==> config.mk <==
export PLATFORM = sky130hd
export DESIGN_NAME = ssid_escape_decoder_core_flat
export DESIGN_NICKNAME = d
export VERILOG_FILES = /design/src/hdl/sed_pkg.sv /design/src/hdl/sed_if.sv /design/src/hdl/sed_front.sv /design/src/hdl/sed_queue.sv /design/src/hdl/sed_back.sv /design/src/hdl/ssid_escape_decoder_core.sv /design/src/flat_wrapper.sv
export SDC_FILE = /design/constraint.sdc
export NUM_CORES = 1
export LEC_CHECK = 0
export CAP_MARGIN = 20
export CORE_MARGIN = 8
export CORE_UTILIZATION = 49
export DETAILED_ROUTE_END_ITERATION = 16
export DONT_BUFFER_PORTS = 1
export PLACE_DENSITY = 0.66
export SLEW_MARGIN = 20
export SYNTH_ARGS = -nofsm -noshare
export SYNTH_HDL_FRONTEND = slang
export SYNTH_SLANG_ARGS = --single-unit
==> constraint.sdc <==
create_clock -name clk -period 4.6 [get_ports clk]
set_clock_uncertainty 0.1 [all_clocks]
set_input_delay 0.92 -clock clk [delete_from_list [all_inputs] [get_ports clk]]
set_output_delay 0.92 -clock clk [all_outputs]
set_load 0.1 [all_outputs]
==> src/hdl/sed_pkg.sv <==
// Shared types and constants for the SSID escape decoder.
// No dependencies; every other file in hdl/ depends on this package.
package sed_pkg;

  localparam int CHAR_W = 8;
  localparam int CNT_W  = 6;
  localparam int BUF_W  = 11;
  localparam int DATA_W = 32;
  localparam int ADDR_W = 3;

  localparam logic [CNT_W-1:0] MAX_BYTES       = 6'd32;
  localparam logic [BUF_W-1:0] BUF_SIZE_RESET  = 11'd33;
  localparam logic             REG_BUFFER_SIZE = 1'b0;

  localparam logic [CHAR_W-1:0] CH_BACKSLASH = 8'h5c;
  localparam logic [CHAR_W-1:0] CH_QUOTE     = 8'h22;
  localparam logic [CHAR_W-1:0] CH_N         = 8'h6e;
  localparam logic [CHAR_W-1:0] CH_R         = 8'h72;
  localparam logic [CHAR_W-1:0] CH_T         = 8'h74;
  localparam logic [CHAR_W-1:0] CH_E         = 8'h65;
  localparam logic [CHAR_W-1:0] CH_X         = 8'h78;
  localparam logic [CHAR_W-1:0] BYTE_LF      = 8'h0a;
  localparam logic [CHAR_W-1:0] BYTE_CR      = 8'h0d;
  localparam logic [CHAR_W-1:0] BYTE_TAB     = 8'h09;
  localparam logic [CHAR_W-1:0] BYTE_ESC     = 8'h1b;

  typedef enum logic [2:0] {
    PH_NORMAL   = 3'd0,
    PH_ESC      = 3'd1,
    PH_HEX_HIGH = 3'd2,
    PH_HEX_LOW  = 3'd3,
    PH_ERROR    = 3'd4
  } sed_phase_t;

  // One request after classification, as it sits in the queue.
  typedef struct packed {
    logic              end_mark;
    logic [CHAR_W-1:0] ch;
    logic              is_bs;
    logic              esc_ok;
    logic [CHAR_W-1:0] esc_byte;
    logic              is_x;
    logic              hex_ok;
    logic [3:0]        hex_val;
  } sed_cls_t;

  typedef struct packed {
    logic push;
    logic pop;
  } sed_qctl_t;

endpackage

==> src/hdl/sed_if.sv <==
// Valid/ready channel interfaces for the SSID escape decoder.
// Depends on sed_pkg for field widths.
interface sed_in_if;
  logic                      valid;
  logic                      ready;
  logic [sed_pkg::CHAR_W-1:0] in_char;
  logic                      end_mark;

  modport source (output valid, output in_char, output end_mark, input ready);
  modport sink   (input valid, input in_char, input end_mark, output ready);
endinterface

interface sed_out_if;
  logic                      valid;
  logic                      ready;
  logic [sed_pkg::CHAR_W-1:0] out_byte;
  logic                      byte_valid;
  logic                      done_res;
  logic                      status;
  logic [sed_pkg::CNT_W-1:0]  decoded_length;

  modport source (output valid, output out_byte, output byte_valid, output done_res,
                  output status, output decoded_length, input ready);
  modport sink   (input valid, input out_byte, input byte_valid, input done_res,
                  input status, input decoded_length, output ready);
endinterface

==> src/hdl/sed_front.sv <==
// Front end: accepts input requests and classifies each character.
// Depends on sed_pkg and sed_in_if.
module sed_front (
  sed_in_if.sink            req_in,
  input  logic              q_full,
  output logic              push,
  output sed_pkg::sed_cls_t push_data
);
  import sed_pkg::*;

  always_comb begin
    req_in.ready = !q_full;
    push         = req_in.valid && !q_full;

    push_data          = '0;
    push_data.end_mark = req_in.end_mark;
    push_data.ch       = req_in.in_char;
    push_data.is_bs    = (req_in.in_char == CH_BACKSLASH);
    push_data.is_x     = (req_in.in_char == CH_X);

    push_data.esc_ok = 1'b1;
    unique case (req_in.in_char)
      CH_BACKSLASH: push_data.esc_byte = CH_BACKSLASH;
      CH_QUOTE:     push_data.esc_byte = CH_QUOTE;
      CH_N:         push_data.esc_byte = BYTE_LF;
      CH_R:         push_data.esc_byte = BYTE_CR;
      CH_T:         push_data.esc_byte = BYTE_TAB;
      CH_E:         push_data.esc_byte = BYTE_ESC;
      default: begin
        push_data.esc_ok   = 1'b0;
        push_data.esc_byte = '0;
      end
    endcase

    // Hex digit, either case.
    if (req_in.in_char >= 8'h30 && req_in.in_char <= 8'h39) begin
      push_data.hex_ok  = 1'b1;
      push_data.hex_val = req_in.in_char[3:0];
    end else if ((req_in.in_char >= 8'h61 && req_in.in_char <= 8'h66) ||
                 (req_in.in_char >= 8'h41 && req_in.in_char <= 8'h46)) begin
      push_data.hex_ok  = 1'b1;
      push_data.hex_val = req_in.in_char[3:0] + 4'd9;
    end else begin
      push_data.hex_ok  = 1'b0;
      push_data.hex_val = '0;
    end
  end

endmodule

==> src/hdl/sed_queue.sv <==
// Two-entry queue of classified requests between front and back.
// Depends on sed_pkg.
module sed_queue (
  input  logic              clk,
  input  logic              rst,
  input  sed_pkg::sed_qctl_t ctl,
  input  sed_pkg::sed_cls_t  wr_data,
  output sed_pkg::sed_cls_t  rd_data,
  output logic              full,
  output logic              not_empty
);
  import sed_pkg::*;

  sed_cls_t   slots [2];
  logic       wr_ptr;
  logic       rd_ptr;
  logic [1:0] count;

  assign full      = (count == 2'd2);
  assign not_empty = (count != 2'd0);
  assign rd_data   = slots[rd_ptr];

  always_ff @(posedge clk) begin
    if (ctl.push) begin
      slots[wr_ptr] <= wr_data;
    end
  end

  always_ff @(posedge clk) begin
    if (rst) begin
      wr_ptr <= 1'b0;
      rd_ptr <= 1'b0;
      count  <= 2'd0;
    end else begin
      if (ctl.push) wr_ptr <= !wr_ptr;
      if (ctl.pop)  rd_ptr <= !rd_ptr;
      unique case ({ctl.push, ctl.pop})
        2'b10:   count <= count + 2'd1;
        2'b01:   count <= count - 2'd1;
        default: count <= count;
      endcase
    end
  end

endmodule

==> src/hdl/sed_back.sv <==
// Back end: escape parser state machine, length and error checks, result register.
// Depends on sed_pkg and sed_out_if.
module sed_back (
  input  logic                      clk,
  input  logic                      rst,
  input  logic [sed_pkg::BUF_W-1:0] buffer_size,
  input  logic                      head_valid,
  input  sed_pkg::sed_cls_t         head,
  output logic                      pop,
  sed_out_if.source                 res_out
);
  import sed_pkg::*;

  sed_phase_t        phase, phase_next;
  logic [3:0]        high_nibble, high_nibble_next;
  logic [CNT_W-1:0]  byte_count, byte_count_next;

  logic              res_valid;
  logic              res_load;
  logic [CHAR_W-1:0] res_byte, res_byte_next;
  logic              res_bv, res_bv_next;
  logic              res_done, res_done_next;
  logic              res_status, res_status_next;
  logic [CNT_W-1:0]  res_len, res_len_next;

  logic              want_emit;
  logic [CHAR_W-1:0] emit_val;
  logic [BUF_W-1:0]  count_ext;
  logic              ok;

  assign count_ext = {{(BUF_W-CNT_W){1'b0}}, byte_count};
  assign pop       = head_valid && (!res_valid || res_out.ready);

  always_comb begin
    phase_next       = phase;
    high_nibble_next = high_nibble;
    byte_count_next  = byte_count;
    res_load         = 1'b0;
    res_byte_next    = '0;
    res_bv_next      = 1'b0;
    res_done_next    = 1'b0;
    res_status_next  = 1'b0;
    res_len_next     = '0;
    want_emit        = 1'b0;
    emit_val         = '0;
    ok               = 1'b0;

    if (pop) begin
      if (head.end_mark) begin
        ok = (phase == PH_NORMAL) && (byte_count != '0) &&
             (byte_count <= MAX_BYTES) && (count_ext < buffer_size);
        res_load         = 1'b1;
        res_done_next    = 1'b1;
        res_status_next  = !ok;
        res_len_next     = ok ? byte_count : '0;
        phase_next       = PH_NORMAL;
        high_nibble_next = '0;
        byte_count_next  = '0;
      end else begin
        unique case (phase)
          PH_NORMAL: begin
            if (head.is_bs) begin
              phase_next = PH_ESC;
            end else begin
              want_emit = 1'b1;
              emit_val  = head.ch;
            end
          end
          PH_ESC: begin
            if (head.esc_ok) begin
              want_emit = 1'b1;
              emit_val  = head.esc_byte;
            end else if (head.is_x) begin
              phase_next = PH_HEX_HIGH;
            end else begin
              phase_next = PH_ERROR;
            end
          end
          PH_HEX_HIGH: begin
            if (head.hex_ok) begin
              high_nibble_next = head.hex_val;
              phase_next       = PH_HEX_LOW;
            end else begin
              phase_next = PH_ERROR;
            end
          end
          PH_HEX_LOW: begin
            if (head.hex_ok) begin
              want_emit = 1'b1;
              emit_val  = {high_nibble, head.hex_val};
            end else begin
              phase_next = PH_ERROR;
            end
          end
          default: begin
            phase_next = phase;
          end
        endcase

        if (want_emit) begin
          // Drop the byte and latch an error on zero or length overflow.
          if (emit_val == '0 || byte_count >= MAX_BYTES ||
              count_ext + 11'd1 >= buffer_size) begin
            phase_next = PH_ERROR;
          end else begin
            byte_count_next = byte_count + 6'd1;
            phase_next      = PH_NORMAL;
            res_load        = 1'b1;
            res_byte_next   = emit_val;
            res_bv_next     = 1'b1;
          end
        end
      end
    end
  end

  always_ff @(posedge clk) begin
    if (rst) begin
      phase       <= PH_NORMAL;
      high_nibble <= '0;
      byte_count  <= '0;
      res_valid   <= 1'b0;
    end else begin
      phase       <= phase_next;
      high_nibble <= high_nibble_next;
      byte_count  <= byte_count_next;
      if (res_load) begin
        res_valid <= 1'b1;
      end else if (res_out.ready) begin
        res_valid <= 1'b0;
      end
    end
  end

  always_ff @(posedge clk) begin
    if (res_load) begin
      res_byte   <= res_byte_next;
      res_bv     <= res_bv_next;
      res_done   <= res_done_next;
      res_status <= res_status_next;
      res_len    <= res_len_next;
    end
  end

  assign res_out.valid          = res_valid;
  assign res_out.out_byte       = res_byte;
  assign res_out.byte_valid     = res_bv;
  assign res_out.done_res       = res_done;
  assign res_out.status         = res_status;
  assign res_out.decoded_length = res_len;

endmodule

==> src/hdl/ssid_escape_decoder_core.sv <==
// Top level of the SSID escape decoder: front classifier, queue, back parser, APB register.
// Depends on sed_pkg, sed_if, sed_front, sed_queue and sed_back.
//
//   channel   dir   handshake       payload
//   req_in    in    valid/ready     in_char[7:0], end_mark
//   res_out   out   valid/ready     out_byte[7:0], byte_valid, done_res, status,
//                                   decoded_length[5:0]
//   apb       in    psel/penable    paddr[2:0], pwdata[31:0], prdata[31:0], pready
//
// One request per cycle sustained while the sink is ready; a result appears in the cycle after the back
// parser pops its request, the parser state loop deciding each item.
// A two-entry queue parts the front from the parser, and the result register
// parts the parser from the sink; a stalled sink stops pops, then fills the queue.
// Reset (rst, synchronous) empties the queue, clears the parser, sets buffer_size to 33.
module ssid_escape_decoder_core (
  input  logic                       clk,
  input  logic                       rst,
  sed_in_if.sink                     req_in,
  sed_out_if.source                  res_out,
  input  logic                       psel,
  input  logic                       penable,
  input  logic                       pwrite,
  input  logic [sed_pkg::ADDR_W-1:0] paddr,
  input  logic [sed_pkg::DATA_W-1:0] pwdata,
  output logic [sed_pkg::DATA_W-1:0] prdata,
  output logic                       pready
);
  import sed_pkg::*;

  logic [BUF_W-1:0] buffer_size;
  sed_qctl_t        qctl;
  sed_cls_t         push_data;
  sed_cls_t         head;
  logic             q_full;
  logic             q_not_empty;
  logic             push;
  logic             pop;

  assign pready = 1'b1;

  always_ff @(posedge clk) begin
    if (rst) begin
      buffer_size <= BUF_SIZE_RESET;
    end else if (psel && penable && pwrite && paddr[2] == REG_BUFFER_SIZE) begin
      buffer_size <= pwdata[BUF_W-1:0];
    end
  end

  assign prdata = (paddr[2] == REG_BUFFER_SIZE) ?
                  {{(DATA_W-BUF_W){1'b0}}, buffer_size} : '0;

  assign qctl.push = push;
  assign qctl.pop  = pop;

  sed_front u_front (
    .req_in    (req_in),
    .q_full    (q_full),
    .push      (push),
    .push_data (push_data)
  );

  sed_queue u_queue (
    .clk       (clk),
    .rst       (rst),
    .ctl       (qctl),
    .wr_data   (push_data),
    .rd_data   (head),
    .full      (q_full),
    .not_empty (q_not_empty)
  );

  sed_back u_back (
    .clk         (clk),
    .rst         (rst),
    .buffer_size (buffer_size),
    .head_valid  (q_not_empty),
    .head        (head),
    .pop         (pop),
    .res_out     (res_out)
  );

endmodule

==> src/flat_wrapper.sv <==
// flat-port wrapper written by rule: the top's interface ports become plain ports
module ssid_escape_decoder_core_flat import sed_pkg::*;
  (clk, rst, psel, penable, pwrite, paddr, pwdata, prdata, pready, req_in_valid, req_in_in_char, req_in_end_mark, req_in_ready, res_out_valid, res_out_out_byte, res_out_byte_valid, res_out_done_res, res_out_status, res_out_decoded_length, res_out_ready);
  sed_in_if req_in_i ();
  sed_out_if res_out_i ();
  input  logic clk;
  input  logic rst;
  input  logic psel;
  input  logic penable;
  input  logic pwrite;
  input  logic [sed_pkg::ADDR_W-1:0] paddr;
  input  logic [sed_pkg::DATA_W-1:0] pwdata;
  output logic [sed_pkg::DATA_W-1:0] prdata;
  output logic pready;
  input wire logic [$bits(req_in_i.valid)-1:0] req_in_valid;
  input wire logic [$bits(req_in_i.in_char)-1:0] req_in_in_char;
  input wire logic [$bits(req_in_i.end_mark)-1:0] req_in_end_mark;
  output wire logic [$bits(req_in_i.ready)-1:0] req_in_ready;
  output wire logic [$bits(res_out_i.valid)-1:0] res_out_valid;
  output wire logic [$bits(res_out_i.out_byte)-1:0] res_out_out_byte;
  output wire logic [$bits(res_out_i.byte_valid)-1:0] res_out_byte_valid;
  output wire logic [$bits(res_out_i.done_res)-1:0] res_out_done_res;
  output wire logic [$bits(res_out_i.status)-1:0] res_out_status;
  output wire logic [$bits(res_out_i.decoded_length)-1:0] res_out_decoded_length;
  input wire logic [$bits(res_out_i.ready)-1:0] res_out_ready;
  assign req_in_i.valid = req_in_valid;
  assign req_in_i.in_char = req_in_in_char;
  assign req_in_i.end_mark = req_in_end_mark;
  assign req_in_ready = req_in_i.ready;
  assign res_out_valid = res_out_i.valid;
  assign res_out_out_byte = res_out_i.out_byte;
  assign res_out_byte_valid = res_out_i.byte_valid;
  assign res_out_done_res = res_out_i.done_res;
  assign res_out_status = res_out_i.status;
  assign res_out_decoded_length = res_out_i.decoded_length;
  assign res_out_i.ready = res_out_ready;
  ssid_escape_decoder_core u_core (.clk(clk), .rst(rst), .req_in(req_in_i), .res_out(res_out_i), .psel(psel), .penable(penable), .pwrite(pwrite), .paddr(paddr), .pwdata(pwdata), .prdata(prdata), .pready(pready));
endmodule
Word level (Yosys, flattened, before mapping)
Memories as Yosys holds them, arrays and structs flattened. A register that Yosys moved wholly into a read port is not among the register bits.
Cells that the tools add are included.
Storage, ports and cells
  logic and storage cells: 131
  input bits: 51
  register bits: 46
  RAM bits: 48
  memories kept: 1
Memories
  u_core.u_queue.slots: words 2, width 24, rd ports 1, clocked after Yosys merged registers in 1, wr ports 1, line sed_queue.sv:14  | sed_cls_t slots [2];
Operators by class
  bitwise operators: 3
  mux-type cells: 44
  eq/ne operators: 17
  add/sub/neg operators: 5
  reductions and logical operators: 38
  $lt $le $gt $ge: 10
Operators by type and width (number)
  equality test 8 x 7 -> 1 bit, second input constant: 6
  one-hot mux 7 bit (6 select lines): 1
  two-way mux 8 bit: 5
  two-way mux 3 bit: 8
  one-hot mux 8 bit (3 select lines): 1
  two-way mux 6 bit: 3
  two-way mux 1 bit: 17
  >= comparator 8 x 7 -> 1 bit, second input constant: 2
  <= comparator 8 x 7 -> 1 bit, second input constant: 2
  two-way mux 4 bit: 3
  one-hot mux 3 bit (4 select lines): 1
  nonzero test 2 bit: 6
  nonzero test 6 bit: 2
  >= comparator 7 x 11 -> 1 bit: 1
  logical AND 1 bit: 11
  < comparator 6 x 11 -> 1 bit: 1
  two-way mux 11 bit: 1
  two-way mux 5 bit: 2
  AND reduction 3 bit: 3
  equality test 8 x 6 -> 1 bit, second input constant: 1
  >= comparator 8 x 6 -> 1 bit, second input constant: 1
  <= comparator 8 x 6 -> 1 bit, second input constant: 1
  zero test 8 bit: 1
  != test 4 x 3 -> 1 bit, second input constant: 2
  24 further kinds: 35

Longest topological paths before layout
  word-level depth: 12
  gate-level depth with buffers: 12

Modules after synthesis
A second synthesis with hierarchy kept.
Second synthesis, totals
  cells, all modules: 449
  area total of the unflattened synthesis: 5153.7 um^2
By module, submodules not included
  sed_queue: area each 2005.7 um^2, times used 1, sequential area each 1601.5 um^2, cells each 100
  sed_back: area each 1970.6 um^2, times used 1, sequential area each 790.8 um^2, cells each 205
  ssid_escape_decoder_core: area each 747.0 um^2, times used 1, sequential area each 220.2 um^2, cells each 84
  sed_front: area each 430.4 um^2, times used 1, sequential area each 0.0 um^2, cells each 60

Worst setup path before layout
Ideal clock, no wire load.
  path type: input -> output
  start: in paddr[2] (netlist name)
  end: out prdata[0] (netlist name)
  arrival: 2.451 ns
  path slack: 1.129 ns
  stages on the path: 2
  cell sequence: clkbuf_1 > nor2b_1
On the way
  word-level cells in the longest chain between the ends: 1
RTL lines
  from (decl): line flat_wrapper.sv:11  | input logic [sed_pkg::ADDR_W-1:0] paddr;
  two-way mux 11 bit: line ssid_escape_decoder_core.sv:49  | assign prdata = (paddr[2] == REG_BUFFER_SIZE) ?
  to (decl): line flat_wrapper.sv:13  | output logic [sed_pkg::DATA_W-1:0] prdata;
No other way between the ends.

Worst setup path after layout
  start: reg u_core.u_back.byte_count[0]
  end: reg u_core.u_back.res_len[4] (netlist: u_core.u_back.res_out.decoded_length[4]), enable pin
On the way
  word-level cells in the longest chain between the ends: 7
RTL lines
  from (decl): line sed_back.sv:16  | logic [CNT_W-1:0] byte_count, byte_count_next;
  from (signal assigned): line sed_back.sv:126  | byte_count <= byte_count_next;
  adder 6 x 1 -> 7 bit / >= comparator 6 bit (equally long branches): line sed_back.sv:103, sed_back.sv:102
  >= comparator 7 x 11 -> 1 bit / logical OR 1 bit (equally long branches): line sed_back.sv:103, sed_back.sv:102
  logical OR 1 bit *: line sed_back.sv:102  | if (emit_val == '0 || byte_count >= MAX_BYTES ||
  two-way mux 1 bit *: line sed_back.sv:102
  two-way mux 1 bit *: line sed_back.sv:100  | if (want_emit) begin
  two-way mux 1 bit *: line sed_back.sv:49  | if (head.end_mark) begin
  two-way mux 1 bit *: line sed_back.sv:48  | if (pop) begin
  net u_core.u_back.res_load: line sed_back.sv:19  | logic res_load;
  to (signal assigned): line sed_back.sv:141  | res_len <= res_len_next;
  to (decl): line sed_back.sv:24  | logic [CNT_W-1:0] res_len, res_len_next;
The timed path passes the listed nets; every way through them passes the cells marked *.
A chain may end at the register's enable or synchronous reset.

==> flow_summary.yaml <==
pwr:
  pwr-share-seq_pct: 57.1
  power_frac_clock_pct: 17.3
  p_int_mw: 1.56
  sw_frac_of_total_pct: 49.6
  vdd_drop_max_v: 0.000360
  leakage_nw: 1.81
  power_frac_comb_pct: 25.6
  p_per_area_nw_per_um2: 625
  netSwitchingPower_mw: 1.53
route:
  wirelength_um: 9510
  drc: 0
  post_drt_wl_per_cell_um: 17.0
  drt-vias-per-instance: 5.50
  dr.pass1.iters: 4
  drt_iter0_markers: 211
  dr_total_vias: 3084
  ant_nets: 0
setup_path:
  required_ns: 4.50
  critPathArrivalTime_ns: 3.58
  endpoint_kind: "flop"
  rr_worst_depth: 11
  path_class: "reg2reg"
  cp_max_fo: 17
  cp-start-kind: "flop"
sta:
  worst_pin_slew_ns: 1.09
  max-slew-margin-rel_pct: 27.6
  hold_violations: 0
  post-route-period-util_pct: 80.0
  rsz0062_at_grt: "false"
  setup_violations: 0
  min_period_ns: 3.68
  setup_tns_ns: 0
  fmax_mhz: 272
  slew_viol_final: 0
die:
  die_w_um: 114
  ios: 103
  rows: 36
  core_area_um2: 9550
  die-area_um2: 13000
  die_y_um: 114
  start_util_pct: 49.4
finish:
  synthToLayoutAreaGrowth_pct: 4.94
  nNetsFinal: 495
  instances_no_fill: 561
  final_cell_area_um2: 4950
  num_antenna_cells: 0
  drive_gt1_share_pct: 13.8
synth:
  synth_top_family_by_area: "simple AND/OR/NAND/NOR gates"
  avgSynthCellArea_um2: 11.0
  ys_seq_elements: 93
  synth_edf_count: 63
  ys_types: 63
  synth.most_common_cell: "edfxtp_1"
  synth.mux.area_fraction_pct: 5.57
  synth_seq_area_share_pct: 52.9
  syn_area_um2: 4710
  synth_compound_area_share_pct: 10.6
  synth-xor-area-share_pct: 1.49
  synth.area.top_cells: "edfxtp_1, dfxtp_1, ha_1, buf_4, nand2_1"
  synth-adder-area-share_pct: 5.57
  netlist_instances: 429
  synthSimpleGateAreaFrac_pct: 16.4
  ys_top_cells_by_count: "edfxtp_1, nand2_1, nor2_1, dfxtp_1, buf_4"
  synth-async-reset-ratio_pct: 0
  synth_flop_cell: "edfxtp_1"
  yosysTopAreaCellShare_pct: 40.1
  synth_warnings: 0
  synth_area_leader_cell: "edfxtp_1"
global_routing:
  grt_pass1_vias: 3067
  grt_first_pass_wirelength_um: 15200
  antenna_found_initial: 0
  gr-usage-met1_pct: 19.0
  grtUsageMet3_pct: 3.01
  grt_overflow: 0
  grt_max_degree: 30
  gr-max-usage-layer: "met2"
  gr-usage-all-layers_pct: 14.8
  grtUsageMet2_pct: 24.2
cts:
  clkTransAtPathRegs_ns: 0.10
  h-tree-depth: 3
  cts_root_buffer: "clkbuf_8"
  clock_latency_ns: 0.36
  tritoncts: "built"
  cts_setup_buffers: 0
  clkSinkCount: 93
  cts_buffers: 9
  holdBufCountCts: 0
  cts_resized: 0
  clk_path_buf_depth: 2
place:
  portBuffers: 0
  placed_area_um2: 4740
  place_congestion: 0.789
  dp_cells: 545
  hpwl_um: 6990
job:
  maxCapViolations: 0
outcome:
  run_status: "completed"
hold_path:
  min_path_type: "reg2reg"
  hold_depth: 2
-- registers in the layout, summed over array words and instances (netlist names), 2 cells and up, named ones only --
name                                  flops
u_core.buffer_size                       11
u_core.u_back.byte_count                  6
u_core.u_back.high_nibble                 4
u_core.u_back.phase                       3
u_core.u_back.res_out.decoded_length      6
u_core.u_back.res_out.out_byte            8
u_core.u_queue.count                      2
u_core.u_queue.slots                     46
-- layout make-up --
class                           instances  area [um^2]
Multi-Input combinational cell        296         1990
Sequential cell                        93         2490
Inverter                               18         67.6
Fill cell                             897         4600
Tap cell                              133          166
Clock buffer                            9          124
Clock inverter                          7         71.3
Timing Repair Buffer                    5         37.5
-- path summary, 6_finish.rpt --
check                                    from                                      end  slack [ns]
setup / recovery  u_core.u_back.byte_count[0]  u_core.u_back.res_out.decoded_length[4]        0.92
hold / removal          u_core.buffer_size[3]                    u_core.buffer_size[3]        0.36
setup reg to reg  u_core.u_back.byte_count[0]  u_core.u_back.res_out.decoded_length[4]        0.92
hold reg to reg         u_core.buffer_size[3]                    u_core.buffer_size[3]        0.36
-- kinds of logic after synthesis --
kind of cell / count (synthesis)
buffers and inverters: 60
adder cells (fa/ha/maj): 21
flip-flops: 93
multiplexers: 24
XOR/XNOR: 8
AND/OR/NAND/NOR: 149
AO/OA/AOI/OAI: 72
other: 2
-- power groups by stage --
stage               clock (mW)  sequential [mW]  combinational [mW]
floorplan                    0             1.77               0.667
global placement             0             1.79               0.777
detailed placement           0             1.79               0.789
CTS                      0.548             1.77               0.792
global route             0.582             1.79               0.870
finish                   0.536             1.77               0.790
-- critical path, cell delays in order (launching register included) --
cell and delay [ns]:
dfxtp_1 0.44, ha_1 0.28, nand3_1 0.14, and2_1 0.20, or2_2 0.29, ha_1 0.31
a21oi_1 0.12, o21ai_0 0.11, a31oi_1 0.26, o21ai_0 0.30, o21a_1 0.30, inv_1 0.46
-- per-layer routing --
layer / share of wire [%] / vias up / routed length [um]
li1: - / 1500 / -
met1: 45 / 1504 / 4280
met2: 48 / 68 / 4610
met3: 5.2 / 12 / 498
met4: 1.3 / 0 / 121
met5: 0 / - / 0
-- cells in the final DEF, fill, tap and decap left out, types with 3 or more instances in the layout --
| master | synthesis | layout |
|---|---|---|
| mux2i_1 | 8 | 8 |
| nor2_1 | 38 | 31 |
| conb_1 | 2 | 22 |
| o21ai_0 | 10 | 10 |
| nand2b_1 | 8 | 8 |
| edfxtp_1 | 63 | 63 |
| mux2_2 | 14 | 14 |
| or2_2 | 3 | 3 |
| a22oi_1 | 5 | 5 |
| o211ai_1 | 6 | 6 |
| nor2_2 | 1 | 7 |
| nand2_1 | 44 | 44 |
| a32oi_1 | 3 | 3 |
| xor2_1 | 4 | 4 |
| nor3_1 | 11 | 11 |
| inv_8 | 0 | 4 |
| a222oi_1 | 3 | 3 |
| nand4b_1 | 3 | 3 |
| dfxtp_1 | 30 | 30 |
| a21oi_1 | 16 | 16 |
| nor4_1 | 3 | 3 |
| ha_1 | 21 | 21 |
| nand4_1 | 3 | 3 |
| clkbuf_8 | 0 | 9 |
| or3_1 | 3 | 3 |
| nand3_1 | 5 | 5 |
| nor2b_2 | 0 | 5 |
| a31oi_1 | 5 | 5 |
| inv_1 | 17 | 17 |
| xnor2_1 | 4 | 4 |
| o21a_1 | 7 | 7 |
| buf_4 | 23 | 5 |
| a221oi_1 | 4 | 4 |
-- metrics by stage --
step | hold WS [ns] | setup WS (ns) | total power, mW | util [%]
after floorplan | 0.336 | 1.13 | 2.44 | -
after CTS | 0.362 | 0.948 | 3.11 | 51.7
after global routing | 0.380 | 0.573 | 3.24 | 51.8
after detailed placement | 0.347 | 0.978 | 2.58 | 49.7
final | 0.360 | 0.920 | 3.09 | 51.8
after global placement | 0.336 | 1.01 | 2.56 | 49.7
Note: power is estimated with default switching activity, not from simulation.
